`src/rtl/core/pac_pkg.sv`:
```
// Shared widths, command and status types for the polygon area and centroid block.
package pac_pkg;

  localparam int COORD_W = 16;
  localparam int AREA_W = 40;
  localparam int TAS_W = 41;
  localparam int MOM_W = 58;
  localparam int PROD_W = 2 * COORD_W;
  localparam int CROSS_W = PROD_W + 1;
  localparam int SUM_W = COORD_W + 1;
  localparam int MPROD_W = SUM_W + CROSS_W;
  localparam int DVS_W = TAS_W + 1;
  localparam int QUO_W = COORD_W + 1;
  localparam int DIV_STEPS = MOM_W;
  localparam int DCNT_W = $clog2(DIV_STEPS);

  localparam int MAX_VERTICES_DEF = 256;
  localparam int COORD_BITS_DEF = 16;

  localparam logic [COORD_W-1:0] SAT_POS = {1'b0, {(COORD_W-1){1'b1}}};
  localparam logic [COORD_W-1:0] SAT_NEG = {1'b1, {(COORD_W-1){1'b0}}};

  typedef struct packed {
    logic load_in;
    logic set_first;
    logic edge_fwd;
    logic advance;
    logic edge_close;
    logic mul1;
    logic sub;
    logic mul2;
    logic acc;
    logic fin;
    logic over;
    logic div_step;
    logic pack;
  } cmd_t;

  typedef struct packed {
    logic last;
    logic cnt_zero;
    logic cnt_lt_max;
    logic cnt_le_max;
    logic tas_pos;
    logic div_done;
    logic out_free;
  } status_t;

endpackage

```
`src/rtl/core/pac_ctrl.sv`:
```
// Sequencer for vertex intake, edge accumulation, division and result hand-off.
module pac_ctrl (
  input  logic            clk,
  input  logic            rst,
  input  logic            in_valid,
  output logic            in_ready,
  input  pac_pkg::status_t sts,
  output pac_pkg::cmd_t    cmd
);
  import pac_pkg::*;

  localparam logic [3:0] S_IDLE = 4'd0;
  localparam logic [3:0] S_LOAD = 4'd1;
  localparam logic [3:0] S_MUL1 = 4'd2;
  localparam logic [3:0] S_SUB  = 4'd3;
  localparam logic [3:0] S_MUL2 = 4'd4;
  localparam logic [3:0] S_ACC  = 4'd5;
  localparam logic [3:0] S_TAIL = 4'd6;
  localparam logic [3:0] S_FIN  = 4'd7;
  localparam logic [3:0] S_DIV  = 4'd8;
  localparam logic [3:0] S_PACK = 4'd9;

  logic [3:0] state, state_next;
  logic closing, closing_next;

  always_ff @(posedge clk) begin
    if (rst) begin
      state <= S_IDLE;
      closing <= 1'b0;
    end else begin
      state <= state_next;
      closing <= closing_next;
    end
  end

  assign in_ready = (state == S_IDLE);

  always_comb begin
    cmd = '0;
    state_next = state;
    closing_next = closing;
    unique case (state)
      S_IDLE: begin
        if (in_valid) begin
          cmd.load_in = 1'b1;
          state_next = S_LOAD;
        end
      end
      S_LOAD: begin
        cmd.advance = 1'b1;
        closing_next = 1'b0;
        if (sts.cnt_zero) begin
          cmd.set_first = 1'b1;
          state_next = S_TAIL;
        end else if (sts.cnt_lt_max) begin
          cmd.edge_fwd = 1'b1;
          state_next = S_MUL1;
        end else begin
          state_next = S_TAIL;
        end
      end
      S_MUL1: begin
        cmd.mul1 = 1'b1;
        state_next = S_SUB;
      end
      S_SUB: begin
        cmd.sub = 1'b1;
        state_next = S_MUL2;
      end
      S_MUL2: begin
        cmd.mul2 = 1'b1;
        state_next = S_ACC;
      end
      S_ACC: begin
        cmd.acc = 1'b1;
        state_next = closing ? S_FIN : S_TAIL;
      end
      S_TAIL: begin
        if (!sts.last) begin
          state_next = S_IDLE;
        end else if (sts.cnt_le_max) begin
          cmd.edge_close = 1'b1;
          closing_next = 1'b1;
          state_next = S_MUL1;
        end else begin
          cmd.over = 1'b1;
          state_next = S_PACK;
        end
      end
      S_FIN: begin
        cmd.fin = 1'b1;
        state_next = sts.tas_pos ? S_DIV : S_PACK;
      end
      S_DIV: begin
        cmd.div_step = 1'b1;
        if (sts.div_done) begin
          state_next = S_PACK;
        end
      end
      S_PACK: begin
        if (sts.out_free) begin
          cmd.pack = 1'b1;
          state_next = S_IDLE;
        end
      end
      default: begin
        state_next = S_IDLE;
      end
    endcase
  end

endmodule

```
`config.mk`:
```
export PLATFORM = sky130hd
export DESIGN_NAME = pac_ctrl
export DESIGN_NICKNAME = d
export VERILOG_FILES = /design/src/rtl/core/pac_pkg.sv /design/src/rtl/core/pac_ctrl.sv
export SDC_FILE = /design/constraint.sdc
export NUM_CORES = 1
export LEC_CHECK = 0
export BUFFER_PORTS_ARGS = -buffer_cell sky130_fd_sc_hd__buf_4
export CAP_MARGIN = 20
export CORE_AREA = 2 2 39 41
export DETAILED_ROUTE_END_ITERATION = 12
export DIE_AREA = 0 0 41 43
export PLACE_DENSITY = 0.67
export SYNTH_ARGS = -nofsm -noshare
export SYNTH_HDL_FRONTEND = slang
export SYNTH_SLANG_ARGS = --single-unit
```
`constraint.sdc`:
```
create_clock -name clk -period 1.1 [get_ports clk]
set_input_delay 0.055 -clock clk [delete_from_list [all_inputs] [get_ports clk]]
set_output_delay 0.055 -clock clk [all_outputs]
set_load 0.01 [all_outputs]
```
==> results_dict.tcl <==
set metrics [dict create \
    violations "negative setup slack" \
    clkTransAtPathRegs_ps 40 \
    antenna_left 0 \
    crit_buf_inv 2 \
    rsz0062_at_grt "yes" \
    cp-start-kind "flip-flop" \
    row_count 14 \
    min_path_type "in2reg" \
    grt_pass1_vias 610 \
    tns_ps -3130 \
    cts_max_level 1 \
    drt_iter0_markers 16 \
    syn_nets 69 \
    ys_ff_latch 5 \
    drc_errors 0 \
    synth-seq-area-share 0.214 \
    place_hpwl_um 1080 \
    cp_slowest_stage_delay_ps 360 \
    fp.dieH_um 43 \
    synth_area_leaders "dfxtp_1 21%, nor3_1 9.6%, nand2b_4 5.9%" \
    postLayoutCoreUtil 0.838 \
    final-hold-violation-count 0 \
    routedWlPerCell_um 17.8 \
    end_kind "output port" \
    grt_overflow 0 \
    worstPathCellList "buf_6 > nor4_4 > and2_4 > buf_6" \
    cts_buffers 3 \
    dieArea_sq_um 1760 \
    cap_violations 0 \
    worst_slack_ps -241 \
    arrival_ps 1290 \
    syn_area_sq_um 468 \
    yosysWarnings 0 \
    nFillCells 63 \
    portBuffers 23 \
    hold_depth 2 \
    design.core.area_sq_um 1380 \
    dr.pass1.iters 4 \
    final_nets 122 \
    avgSynthCellArea_sq_um 7.93 \
    rr_worst_depth 5 \
    synthCells 59 \
    cp_max_fo 6 \
    area_growth_pct 148 \
    fin_total_pwr_mw 1.38 \
    place_congestion 0.774 \
    clock_path_buffers 2 \
    worstPathRequired_ps 1040 \
    p_leak_nw 0.524 \
    synth_cell_types 27 \
    grt_max_degree 11 \
    critPathSlowestCell "dfxtp_4" \
    crit_cells 4 \
    fin_skew_ps 1.31 \
    grtUsageTotal 0.225 \
    max_freq_mhz 746 \
    cts_tree "yes" \
    setup_viol 19 \
    crit_type "reg2out" \
    routed_wl_um 2270 \
    clockRootBuffer "clkbuf_4" \
    die_w_um 41 \
    ir_drop_uv 723 \
    clock_sinks 5 \
    synth_edf_count 0 \
    slew_headroom 0.797 \
    worstMarginPinSlew_ps 301 \
    netlist.area_leader.share 0.214 \
    fin_crit_sh 1.22 \
    clk_latency_ps 240 \
    yosys.area.top_type "dfxtp_1" \
    ys.flop_type "dfxtp_1" \
    p_per_area_nw_per_um2 1190 \
    start_util 0.338 \
    antenna_cells 0 \
    synthArstFlopShare 0 \
    critPathTopFamily "simple AND/OR/NAND/NOR gates" \
    drive_above_1_share 0.784 \
    yosysMostFrequentCell "nor3_1" \
    antenna_found_initial 0 \
    preCtsSetupSlack_ps -120 \
    grt_pass1_wl_um 2640 \
    r2r_slack_ps -220 \
    vias 699 \
    avgViaCountPerCell 5.50 \
    cp_common_cell "buf_6" \
    io_pins 24 \
    slew_viol_final 0 \
    ctsHoldBuffers 0 \
    outcome "finished with violations" \
    finalCriticalPeriod_ps 1340 \
    synth_common_cells "9 x nor3_1, 5 x dfxtp_1, 5 x nor2_1" \
]
logic make-up after synthesis:
| group | count (synthesis) | share of synthesized area |
|---|---|---|
| multiplexers | 1 | 0.0241 |
| AND/OR/NAND/NOR | 33 | 0.457 |
| AO/OA/AOI/OAI | 12 | 0.217 |
| buffers and inverters | 8 | 0.0882 |
| flip-flops | 5 | 0.214 |
layout by cell type, fill, tap and decap left out, drive strengths merged, types with 2 or more instances in the layout:
cell and n:
and2 2, buf 52, clkbuf 4, dfxtp 5
inv 4, nand2 4, nand2b 5, nor2 5
nor2b 3, nor3 10, nor4 2, o21ai 5
sequential cells by signal, indices dropped and copies added, names as in the netlist:
signal / flops
closing: 1
state: 4
layer usage:
metal	track usage	vias to the layer above	wire length [um]
li1	-	314	-
met1	0.282	347	964
met2	0.363	30	1130
met3	0.0157	8	103
met4	0.120	0	63
met5	0	-	0
path summary, 6_finish.rpt:
| check | startpoint | endpoint |
|---|---|---|
| worst max-delay path | state[1] | cmd[12] |
| worst min register to register | closing | closing |
| worst max register to register | state[1] | state[0] |
| worst min-delay path | rst | state[2] |
layout make-up:
cell class                 count  area (sq um)  share of cell area
clock buffer                   4          26.3              0.0227
inverter                       4          15.0              0.0129
multi-input combinational     46           482               0.415
sequential                     5           115              0.0992
tap                           16          20.0              0.0173
timing repair buffer          52           502               0.433
where the power goes:
group,internal (mW),switching (mW)
clock network,0.137,0.0765
logic,0.503,0.412
registers,0.211,0.0421
stage by stage:
stage	hold slack [ps]	cell area, sq um	instances
after floorplan	120	493	59
after global placement	278	790	109
after detailed placement	289	790	109
after CTS	19.4	1050	122
after global routing	24.9	1160	127
final	31.0	1160	127
what timing repair did:
item                                    in CTS  in global routing
pin swaps                                   11                 10
gates resized for setup                     40                 20
setup buffers                                9                  6
endpoints found under the setup margin      19                 19
Power figures use the tool's default switching activity.
